### config.mk
export PLATFORM = sky130hd
export DESIGN_NAME = scalar_kalman_smoother
export DESIGN_NICKNAME = d
export VERILOG_FILES = /design/src/hdl/sks_pkg.sv /design/src/hdl/scalar_kalman_smoother.sv /design/src/hdl/sks_div.sv /design/src/hdl/sks_mul.sv
export SDC_FILE = /design/constraint.sdc
export NUM_CORES = 2
export LEC_CHECK = 0
export BUFFER_PORTS_ARGS = -buffer_cell sky130_fd_sc_hd__buf_2
export CORE_ASPECT_RATIO = 0.5
export CORE_UTILIZATION = 40
export DETAILED_ROUTE_END_ITERATION = 16
export GPL_TIMING_DRIVEN = 0
export PLACE_DENSITY_LB_ADDON = 0.25
export REMOVE_ABC_BUFFERS = 1
export SLEW_MARGIN = 15
export SYNTH_ARGS = -nofsm -noshare
export SYNTH_HDL_FRONTEND = slang
export SYNTH_SLANG_ARGS = --single-unit
### constraint.sdc
create_clock -name clk -period 9.3 [get_ports clk]
set_clock_uncertainty 0.1 [all_clocks]
set_input_delay 2.325 -clock clk [delete_from_list [all_inputs] [get_ports clk]]
set_output_delay 2.325 -clock clk [all_outputs]
set_load 0.01 [all_outputs]
### src/hdl/sks_pkg.sv
// ----------------------------------------------------------------------------
// sks_pkg
// widths, register indexes, reset values and sequencer types of the smoother
// ----------------------------------------------------------------------------
package sks_pkg;

	localparam int SAMPLE_BITS = 12;
	localparam int FRAC_BITS   = 16;
	localparam int EST_BITS    = SAMPLE_BITS + FRAC_BITS;
	localparam int ERR_BITS    = 32;
	localparam int GAIN_BITS   = 16;
	localparam int PN_BITS     = 16;

	// shared multiplier operand widths (estimate fits the wide operand)
	localparam int MUL_A_BITS  = GAIN_BITS + 1;
	localparam int MUL_B_BITS  = ERR_BITS;
	localparam int MUL_P_BITS  = MUL_A_BITS + MUL_B_BITS;

	// divider produces one quotient bit per step, quotient is at most 1.0
	localparam int DIV_STEPS    = GAIN_BITS + 1;
	localparam int DIV_CNT_BITS = $clog2(DIV_STEPS + 1);

	localparam int CFG_IDX_BITS = 1;
	localparam logic [CFG_IDX_BITS-1:0] REG_MEAS_NOISE    = 1'b0;
	localparam logic [CFG_IDX_BITS-1:0] REG_PROCESS_NOISE = 1'b1;

	localparam logic [ERR_BITS-1:0] MEAS_RESET = 32'd131072;
	localparam logic [PN_BITS-1:0]  PROC_RESET = 16'd655;
	localparam logic [ERR_BITS-1:0] ERR_RESET  = 32'd131072;
	localparam logic [MUL_A_BITS-1:0] ONE_Q16  = MUL_A_BITS'(1) << FRAC_BITS;

	typedef enum logic [1:0] {
		MUL_MOVE,
		MUL_KEEP,
		MUL_PROC
	} mul_op_t;

	typedef enum logic [2:0] {
		ST_IDLE,
		ST_DIV,
		ST_MOVE,
		ST_KEEP,
		ST_PROC,
		ST_UPD,
		ST_DONE
	} state_t;

endpackage

### src/hdl/scalar_kalman_smoother.sv
// ----------------------------------------------------------------------------
// scalar_kalman_smoother
// one-dimensional kalman smoother for 12-bit converter samples
//
// input channel: sample with sample_valid / sample_stall, a beat moves when
//   valid is high and stall is low; stall stays high while a sample is worked
// output channel: filtered with filtered_valid / filtered_stall, one result
//   beat per sample, held in an output register until the receiver takes it
// config channel: cfg_valid / cfg_ready with cfg_index and cfg_data, always
//   ready; index 0 is measurement noise (q16.16), index 1 process noise (q0.16)
// work per sample is dominated by the 17-step serial gain divider plus three
//   passes through one shared multiplier
// a new sample is taken only once the previous one has reached the output register
// a stalled receiver holds the result; the next sample is still taken and
//   worked, and its result waits until the output register is free
// reset: estimate clears to zero, error estimate to 2.0, noise registers to
//   their defaults (2.0 and about 0.01)
// ----------------------------------------------------------------------------
module scalar_kalman_smoother (
	input  logic                             clk,
	input  logic                             arst_n,
	input  logic                             sample_valid,
	output logic                             sample_stall,
	input  logic [sks_pkg::SAMPLE_BITS-1:0]  sample,
	output logic                             filtered_valid,
	input  logic                             filtered_stall,
	output logic [sks_pkg::SAMPLE_BITS-1:0]  filtered,
	input  logic                             cfg_valid,
	output logic                             cfg_ready,
	input  logic [sks_pkg::CFG_IDX_BITS-1:0] cfg_index,
	input  logic [sks_pkg::ERR_BITS-1:0]     cfg_data
);

	sks_pkg::state_t state_q, state_d;
	sks_pkg::mul_op_t mul_op;

	// filter state and configuration
	logic [sks_pkg::ERR_BITS-1:0]   meas_q;
	logic [sks_pkg::PN_BITS-1:0]    pn_q;
	logic [sks_pkg::EST_BITS-1:0]   est_q;
	logic [sks_pkg::ERR_BITS-1:0]   err_q;

	// per-sample working registers
	logic                           up_q;
	logic [sks_pkg::EST_BITS-1:0]   mag_q;
	logic [sks_pkg::EST_BITS-1:0]   move_q;
	logic [sks_pkg::ERR_BITS:0]     term1_q;
	logic [sks_pkg::SAMPLE_BITS-1:0] filtered_q;
	logic                           out_valid_q;

	logic                           accept;
	logic                           out_free;
	logic                           div_done;
	logic [sks_pkg::GAIN_BITS-1:0]  gain;
	logic [sks_pkg::MUL_P_BITS-1:0] prod;
	logic [sks_pkg::EST_BITS-1:0]   target;
	logic [sks_pkg::EST_BITS-1:0]   term2;
	logic [sks_pkg::ERR_BITS+1:0]   err_sum;

	assign accept   = sample_valid && !sample_stall;
	assign out_free = !out_valid_q || !filtered_stall;
	assign target   = {sample, sks_pkg::FRAC_BITS'(0)};
	assign term2    = prod[sks_pkg::FRAC_BITS +: sks_pkg::EST_BITS];
	assign err_sum  = {1'b0, term1_q} + (sks_pkg::ERR_BITS+2)'(term2);

	// gain divider, started by the accepted sample beat
	sks_div u_div (
		.clk    (clk),
		.arst_n (arst_n),
		.start  (accept),
		.err    (err_q),
		.meas   (meas_q),
		.gain   (gain),
		.done   (div_done)
	);

	// one multiplier: gain*|diff|, (1-gain)*error, |move|*process noise
	sks_mul u_mul (
		.clk  (clk),
		.op   (mul_op),
		.gain (gain),
		.mag  (mag_q),
		.err  (err_q),
		.move (move_q),
		.pn   (pn_q),
		.prod (prod)
	);

	always_ff @(posedge clk or negedge arst_n) begin
		if (!arst_n) begin
			state_q <= sks_pkg::ST_IDLE;
		end else begin
			state_q <= state_d;
		end
	end

	always_comb begin
		state_d      = state_q;
		mul_op       = sks_pkg::MUL_MOVE;
		sample_stall = 1'b1;
		unique case (state_q)
			sks_pkg::ST_IDLE: begin
				sample_stall = 1'b0;
				if (sample_valid) begin
					state_d = sks_pkg::ST_DIV;
				end
			end
			sks_pkg::ST_DIV: begin
				if (div_done) begin
					state_d = sks_pkg::ST_MOVE;
				end
			end
			sks_pkg::ST_MOVE: begin
				mul_op  = sks_pkg::MUL_MOVE;
				state_d = sks_pkg::ST_KEEP;
			end
			sks_pkg::ST_KEEP: begin
				mul_op  = sks_pkg::MUL_KEEP;
				state_d = sks_pkg::ST_PROC;
			end
			sks_pkg::ST_PROC: begin
				mul_op  = sks_pkg::MUL_PROC;
				state_d = sks_pkg::ST_UPD;
			end
			sks_pkg::ST_UPD: begin
				state_d = sks_pkg::ST_DONE;
			end
			sks_pkg::ST_DONE: begin
				if (out_free) begin
					state_d = sks_pkg::ST_IDLE;
				end
			end
			default: begin
				state_d = sks_pkg::ST_IDLE;
			end
		endcase
	end

	// configuration, filter state and output valid
	always_ff @(posedge clk or negedge arst_n) begin
		if (!arst_n) begin
			meas_q      <= sks_pkg::MEAS_RESET;
			pn_q        <= sks_pkg::PROC_RESET;
			est_q       <= '0;
			err_q       <= sks_pkg::ERR_RESET;
			out_valid_q <= 1'b0;
		end else begin
			if (cfg_valid && cfg_ready) begin
				unique case (cfg_index)
					sks_pkg::REG_MEAS_NOISE:    meas_q <= cfg_data;
					sks_pkg::REG_PROCESS_NOISE: pn_q   <= cfg_data[sks_pkg::PN_BITS-1:0];
					default: ;
				endcase
			end
			if (state_q == sks_pkg::ST_UPD) begin
				// move rounds toward zero, so the estimate never passes the sample
				est_q <= up_q ? est_q + move_q : est_q - move_q;
				// error saturates at full scale
				err_q <= (|err_sum[sks_pkg::ERR_BITS+1:sks_pkg::ERR_BITS]) ? '1
					: err_sum[sks_pkg::ERR_BITS-1:0];
			end
			if (state_q == sks_pkg::ST_DONE && out_free) begin
				out_valid_q <= 1'b1;
			end else if (!filtered_stall) begin
				out_valid_q <= 1'b0;
			end
		end
	end

	// working registers, no reset needed
	always_ff @(posedge clk) begin
		if (accept) begin
			up_q  <= target >= est_q;
			mag_q <= (target >= est_q) ? target - est_q : est_q - target;
		end
		if (state_q == sks_pkg::ST_KEEP) begin
			move_q <= prod[sks_pkg::FRAC_BITS +: sks_pkg::EST_BITS];
		end
		if (state_q == sks_pkg::ST_PROC) begin
			term1_q <= prod[sks_pkg::FRAC_BITS +: sks_pkg::ERR_BITS+1];
		end
		if (state_q == sks_pkg::ST_DONE && out_free) begin
			filtered_q <= est_q[sks_pkg::FRAC_BITS +: sks_pkg::SAMPLE_BITS];
		end
	end

	assign cfg_ready      = 1'b1;
	assign filtered_valid = out_valid_q;
	assign filtered       = filtered_q;

endmodule

### src/hdl/sks_div.sv
// ----------------------------------------------------------------------------
// sks_div
// restoring serial divider for the gain, one quotient bit per cycle
// ----------------------------------------------------------------------------
module sks_div (
	input  logic                           clk,
	input  logic                           arst_n,
	input  logic                           start,
	input  logic [sks_pkg::ERR_BITS-1:0]   err,
	input  logic [sks_pkg::ERR_BITS-1:0]   meas,
	output logic [sks_pkg::GAIN_BITS-1:0]  gain,
	output logic                           done
);

	logic [sks_pkg::ERR_BITS:0]         den_q;
	logic [sks_pkg::ERR_BITS:0]         rem_q;
	logic                               nb_q;
	logic [sks_pkg::DIV_STEPS-1:0]      quo_q;
	logic [sks_pkg::DIV_CNT_BITS-1:0]   cnt_q;
	logic                               busy_q;
	logic                               done_q;
	logic [sks_pkg::ERR_BITS+1:0]       trial;
	logic [sks_pkg::ERR_BITS+1:0]       diff;
	logic                               ge;

	assign trial = {rem_q, nb_q};
	assign diff  = trial - {1'b0, den_q};
	assign ge    = trial >= {1'b0, den_q};

	always_ff @(posedge clk or negedge arst_n) begin
		if (!arst_n) begin
			busy_q <= 1'b0;
			cnt_q  <= '0;
			done_q <= 1'b0;
		end else if (start) begin
			busy_q <= 1'b1;
			cnt_q  <= sks_pkg::DIV_CNT_BITS'(sks_pkg::DIV_STEPS);
			done_q <= 1'b0;
		end else if (busy_q) begin
			cnt_q <= cnt_q - sks_pkg::DIV_CNT_BITS'(1);
			if (cnt_q == sks_pkg::DIV_CNT_BITS'(1)) begin
				busy_q <= 1'b0;
				done_q <= 1'b1;
			end
		end else begin
			done_q <= 1'b0;
		end
	end

	// remainder starts at err/2, err lsb is the first bit shifted in
	always_ff @(posedge clk) begin
		if (start) begin
			den_q <= {1'b0, err} + {1'b0, meas};
			rem_q <= {2'b00, err[sks_pkg::ERR_BITS-1:1]};
			nb_q  <= err[0];
			quo_q <= '0;
		end else if (busy_q) begin
			rem_q <= ge ? diff[sks_pkg::ERR_BITS:0] : trial[sks_pkg::ERR_BITS:0];
			nb_q  <= 1'b0;
			quo_q <= {quo_q[sks_pkg::DIV_STEPS-2:0], ge};
		end
	end

	// empty denominator gives zero, a full 1.0 saturates just below
	always_comb begin
		priority if (den_q == '0) begin
			gain = '0;
		end else if (quo_q[sks_pkg::DIV_STEPS-1]) begin
			gain = '1;
		end else begin
			gain = quo_q[sks_pkg::GAIN_BITS-1:0];
		end
	end

	assign done = done_q;

endmodule

### src/hdl/sks_mul.sv
// ----------------------------------------------------------------------------
// sks_mul
// shared multiplier with operand select and registered product
// ----------------------------------------------------------------------------
module sks_mul (
	input  logic                            clk,
	input  sks_pkg::mul_op_t                op,
	input  logic [sks_pkg::GAIN_BITS-1:0]   gain,
	input  logic [sks_pkg::EST_BITS-1:0]    mag,
	input  logic [sks_pkg::ERR_BITS-1:0]    err,
	input  logic [sks_pkg::EST_BITS-1:0]    move,
	input  logic [sks_pkg::PN_BITS-1:0]     pn,
	output logic [sks_pkg::MUL_P_BITS-1:0]  prod
);

	logic [sks_pkg::MUL_A_BITS-1:0] a;
	logic [sks_pkg::MUL_B_BITS-1:0] b;
	logic [sks_pkg::MUL_P_BITS-1:0] prod_q;

	always_comb begin
		unique case (op)
			sks_pkg::MUL_MOVE: begin
				a = sks_pkg::MUL_A_BITS'(gain);
				b = sks_pkg::MUL_B_BITS'(mag);
			end
			sks_pkg::MUL_KEEP: begin
				// one minus gain, never zero since gain stays below 1.0
				a = sks_pkg::ONE_Q16 - sks_pkg::MUL_A_BITS'(gain);
				b = err;
			end
			sks_pkg::MUL_PROC: begin
				a = sks_pkg::MUL_A_BITS'(pn);
				b = sks_pkg::MUL_B_BITS'(move);
			end
			default: begin
				a = '0;
				b = '0;
			end
		endcase
	end

	always_ff @(posedge clk) begin
		prod_q <= sks_pkg::MUL_P_BITS'(a) * sks_pkg::MUL_P_BITS'(b);
	end

	assign prod = prod_q;

endmodule

# Word level (Yosys, flattened, before mapping)
# Index checks and enable logic that the tools add are counted.
# classes
n_mux,28
addsub,9
n_lt_le_gt_ge,2
mul,1
n_bitwise,1
eq_ne,14
reduce_logical,13
# ops
cell,count
$pmux W32 S3,1
$sub A28 B28 Y28,3
$mux W31,2
$mux W28,2
$pmux W17 S3,1
$mul A17 B32 Y49,1
$add A33 B28 Y34,1
$ge A34 B33 Y1,1
$add A32 B32 Y33,1
$logic_not A33 Y1,1
$mux W33,1
$sub A33 B33 Y33,1
$mux W16,2
$mux W32,1
$add A28 B28 Y28,1
$ge A28 B28 Y1,1
$pmux W3 S7,1
$sub A17 B16 Y17 const A,1
$mux W1,11
$mux W5,2
$eq A3 B3 Y1 const B,3
$mux W3,3
$eq A3 B2 Y1 const B,2
$eq A5 B1 Y1 const B,1
other kinds (18),23
# word_totals
inputBits,50
reg_bits,354
output_inout_bits,15
elab_cells,88

# Depth between registers and ports, before layout
# depth
depth_word,5
mapped_depth,39
mapped_depth_nobuf,36

# Modules after synthesis
# Synthesis repeated with hierarchy kept, for this count alone.
# hier_totals
cells_unflattened,4280
area_unflattened_um2,39073.7
# modules_own_cells
mod,cells_per_inst,seq_area_each_um2,n_inst,area_each_um2
sks_mul,2353,980.9,1,19543.7
scalar_kalman_smoother,1114,5875.6,1,12199.2
sks_div,813,2507.4,1,7330.8

# Worst setup path before layout
# OpenSTA, ideal clock, no wires.
# synth_timing
kind,flip-flop to flip-flop
start,register u_div.den_q[31] in the netlist's numbering
end,"register u_mul.prod_q, in the netlist u_mul.prod[48]"
setup_ns,0.072
setup_slack_ns,0.272
stages_incl_launch_ff,38
period_less_slack_ns,9.028
arrival_time_ns,8.856
cell_sequence,edfxtp_1 -> nor4_1 -> nand4_1 -> or4_1 -> clkbuf_1 -> o21ai_0 -> ha_1 -> clkbuf_1 -> inv_1 -> nor3_1 -> nand2_1 -> a21oi_1 -> o21ai_0 -> o21ai_0 -> clkbuf_1 -> nand2_1 -> fa_1 -> inv_1 -> (+2 left out) -> fa_1 -> fa_1 -> inv_1 -> fa_1 -> inv_1 -> ha_1 -> a21oi_1 -> o21bai_1 -> a21oi_1 -> nand4_1 -> o21ai_1 -> a21boi_1 -> a311oi_2 -> o21ai_0 -> a211oi_1 -> o21bai_1 -> a21oi_1 -> xnor2_1
# synth_between
elab_chain_len,5
# synth_lines
item,line,source
"start, declared",sks_div.sv:15,logic [sks_pkg::ERR_BITS:0] den_q;
"start signal, assigned",sks_div.sv:53,"den_q <= {1'b0, err} + {1'b0, meas};"
$logic_not A33 Y1 *,sks_div.sv:66,priority if (den_q == '0) begin
$mux W16 *,sks_div.sv:66,
$sub A17 B16 Y17,sks_mul.sv:28,a = sks_pkg::ONE_Q16 - sks_pkg::MUL_A_BITS'(gain);
$pmux W17 S3 *,sks_mul.sv:21,unique case (op)
$mul A17 B32 Y49 *,sks_mul.sv:43,prod_q <= sks_pkg::MUL_P_BITS'(a) * sks_pkg::MUL_P_BITS'(b);
"end signal, assigned",sks_mul.sv:43,
"end, declared",sks_mul.sv:18,logic [sks_pkg::MUL_P_BITS-1:0] prod_q;
# Every way passes the cells marked *; elsewhere a longest branch is shown, timed or not.
# A chain may end at the register's enable or synchronous reset.

# Worst setup path after layout
# layout_timing
start,register u_div.den_q[31] in the netlist's numbering
end,"register u_mul.prod_q, in the netlist u_mul.prod[42]"
# The elaborated chain is that of the path after synthesis.

==> qor.txt <==
Critical Path Source Type: flop
Worst Path Required: 9650 ps
Die H: 216 microns
CTS Buffer Depth: 3
Vias: 28,578
routability cong.: 0.896
multi-input logic area: 25,400 sq um
FP Rows: 78
dpl ws: -2280 ps
DRT iter0 DRCs: 2,323
clock slew at reported path FFs: 60 ps
worst setup margin: -36.7 ps
Global Route met3 Usage: 0.0334
fin crit period: 9340 ps
dpl cell area: 38,700 sq um
top_reg_cell synth: edfxtp_1
PortBufs: 63
Core Footprint: 90,800 sq um
Seq/Total Area, Yosys: 0.246
Initial Util: 0.405
DP Cell Count: 5,127
ANT nets after route: 0
Root Driver: clkbuf_16
Final Hold Fails: 0
Async SR Flop Fraction: 0.352
grt total ovfl: 0
R2R Setup Slk: -40 ps
IO Pins: 65
MaxCap Viol Count: 0
post-synth cell types: 85
crit end category: flop
FF/Latch Area: 9050 sq um
Post-Syn Instances: 3,983
final hold slack: 305 ps
most frequent cells in the layout: inv_1, nand2_1, fa_1, ha_1, nor2_1
WS Path Type: reg -> reg
antenna violations before repair: 2
commonest non-fill, non-tap cell in the layout: inv_1
grt met2 use: 0.376
fillers: 8,592
TritonCTS clock tree: built
Final Slew Violations: 0
final setup fails: 3
Final Cell Area: 41,400 sq um
Die ar.: 93,100 sq um
status: complete, but fails checks
DRC: 0
CTS H-Tree Depth: 2
Final Cycle Share: 1.00
ANT cells: 0
Hold Crit Class: reg -> reg
first-pass GRT wire length: 169 mm
insertion delay to the later sink of the worst-skew pair: 580 ps
Sink Count: 338
Mapped Avg Cell Area: 9.22 sq um
Synth area leaders: fa_1, edfxtp_1, ha_1
Global Route Usage Sum: 0.232
Total Routed Length: 107 mm
1st-pass router iterations: 5
placed wire-length estimate: 81.8 mm
vias per cell: 5.44
CP Max Fanout: 9
Max Clock Freq: 107 MHz
area share of the largest cell type after synthesis: 0.246
fin nets: 4,796
CTS Buf Count: 39
arrival time worst endpoint: 9690 ps
Area growth syn-to-layout: 12.6%
wire per inst: 20.3 microns
CP most frequent cell: fa_1
Post-synth EDFFs: 167
Yosys warning count: 0
met1 usage: 0.325
Slew HR: 0.200
GR peak layer: met2
leading area contributor after synthesis: fa_1
RSZ-0062 raised after global routing: true
largest stage delay on the critical path: 640 ps
largest net degree at the start of global routing: 83
layout cell share with drive strength beyond 1: 0.107
Crit-path slowest cell: or4_4
violated checks: setup timing
via count of the first global-routing pass: 29,522
DIE WIDTH: 431 microns
Slew @ Worst Pin: 1200 ps
cell area after synthesis: 36,700 sq um
Layout Cells excl Fill: 5,256
register bit total from synthesis: 338
## layer usage
layer  vias up  part of all wire
li1      13058                 -
met1     14461              0.45
met2       917              0.46
met3       142             0.068
met4         0             0.025
met5         -                 0
## metrics by stage
stage	util	TNS, ps
after global placement	0.418	-526250
after detailed placement	0.427	-40200
after CTS	0.450	0
final	0.456	-88.1
after floorplan	-	-167460
after global routing	0.456	-2370
## cell families after synthesis
| kind of cell | count (synthesis) | synth area share |
|---|---|---|
| buf+inv | 825 | 0.0852 |
| compound gates | 655 | 0.117 |
| flops | 338 | 0.246 |
| fa+ha+maj | 720 | 0.338 |
| simple gates | 1175 | 0.145 |
| mux | 73 | 0.0217 |
| other cells | 1 | 0.000102 |
| xor+xnor | 196 | 0.0467 |
## Yosys cell counts (21+ instances only)
cell type	n
nor3_1	42
mux2i_1	21
a22oi_1	21
o21ai_0	115
o21bai_1	31
a21oi_1	190
a21o_1	80
nor2_1	203
inv_1	661
clkbuf_1	139
xnor2_1	127
o22a_1	29
fa_1	452
dfrtp_1	111
and2_1	115
nand2b_1	27
a31oi_1	23
xor2_1	69
nor2b_1	34
nand3_1	78
edfxtp_1	167
dfxtp_1	52
nand2_1	563
and3_1	23
ha_1	268
mux2_2	51
## worst max-delay path: cells and delay by family (launching register included)
kind	cells	cell delay, ps
DFF	1	440
and+or+nand+nor	8	2690
buffers and inverters	7	960
AOI/OAI and AO/OA	7	1470
adders and majority gates	8	3500
## final timing paths
check / startpoint / end / cells after the start
setup / recovery: u_div.den_q[31]$_DFFE_PP_ / u_mul.prod[42]$_DFF_P_ / 30
hold / removal: u_mul.prod[48]$_DFF_P_ / term1_q[32]$_DFFE_PN_ / 0
setup reg to reg: u_div.den_q[31]$_DFFE_PP_ / u_mul.prod[42]$_DFF_P_ / 30
hold reg to reg: u_mul.prod[48]$_DFF_P_ / term1_q[32]$_DFFE_PN_ / 0
max in group asynchronous: arst_n / meas_q[17]$_DFFE_PN1P_ / 2
min in group asynchronous: arst_n / u_div.cnt_q[2]$_DFFE_PN0P_ / 1
## final cells by class
cell class,count,share of cell area
inverter,663,0.0610
multi-input combinational,2821,0.614
clock buffer,48,0.0257
sequential,338,0.219
tap,1200,0.0363
clock inverter,23,0.00535
timing repair buffer,163,0.0387
## sequential cells by signal, summed over array words and instances, names as in the netlist, 12 cells and up
register and count:
mag_q 28, meas_q 32, filtered 12, u_mul.prod 33, term1_q 33, u_div.rem_q 33, pn_q 16, err_q 32
u_div.quo_q 17, move_q 28, u_div.den_q 33, est_q 28
## what timing repair did
action / CTS / global route
endpoints found under the setup margin: 32 / 22
pin swaps: 47 / 61
buffers inserted: 33 / 22
hold endpoints to repair: 0 / 0
hold buffers: 0 / 0
resized for setup: 78 / 65
cloned: 5 / 2
Power is left out: the tool's default activity adds up to more than one toggle a clock period on the data nets, which glitch-free logic cannot reach.
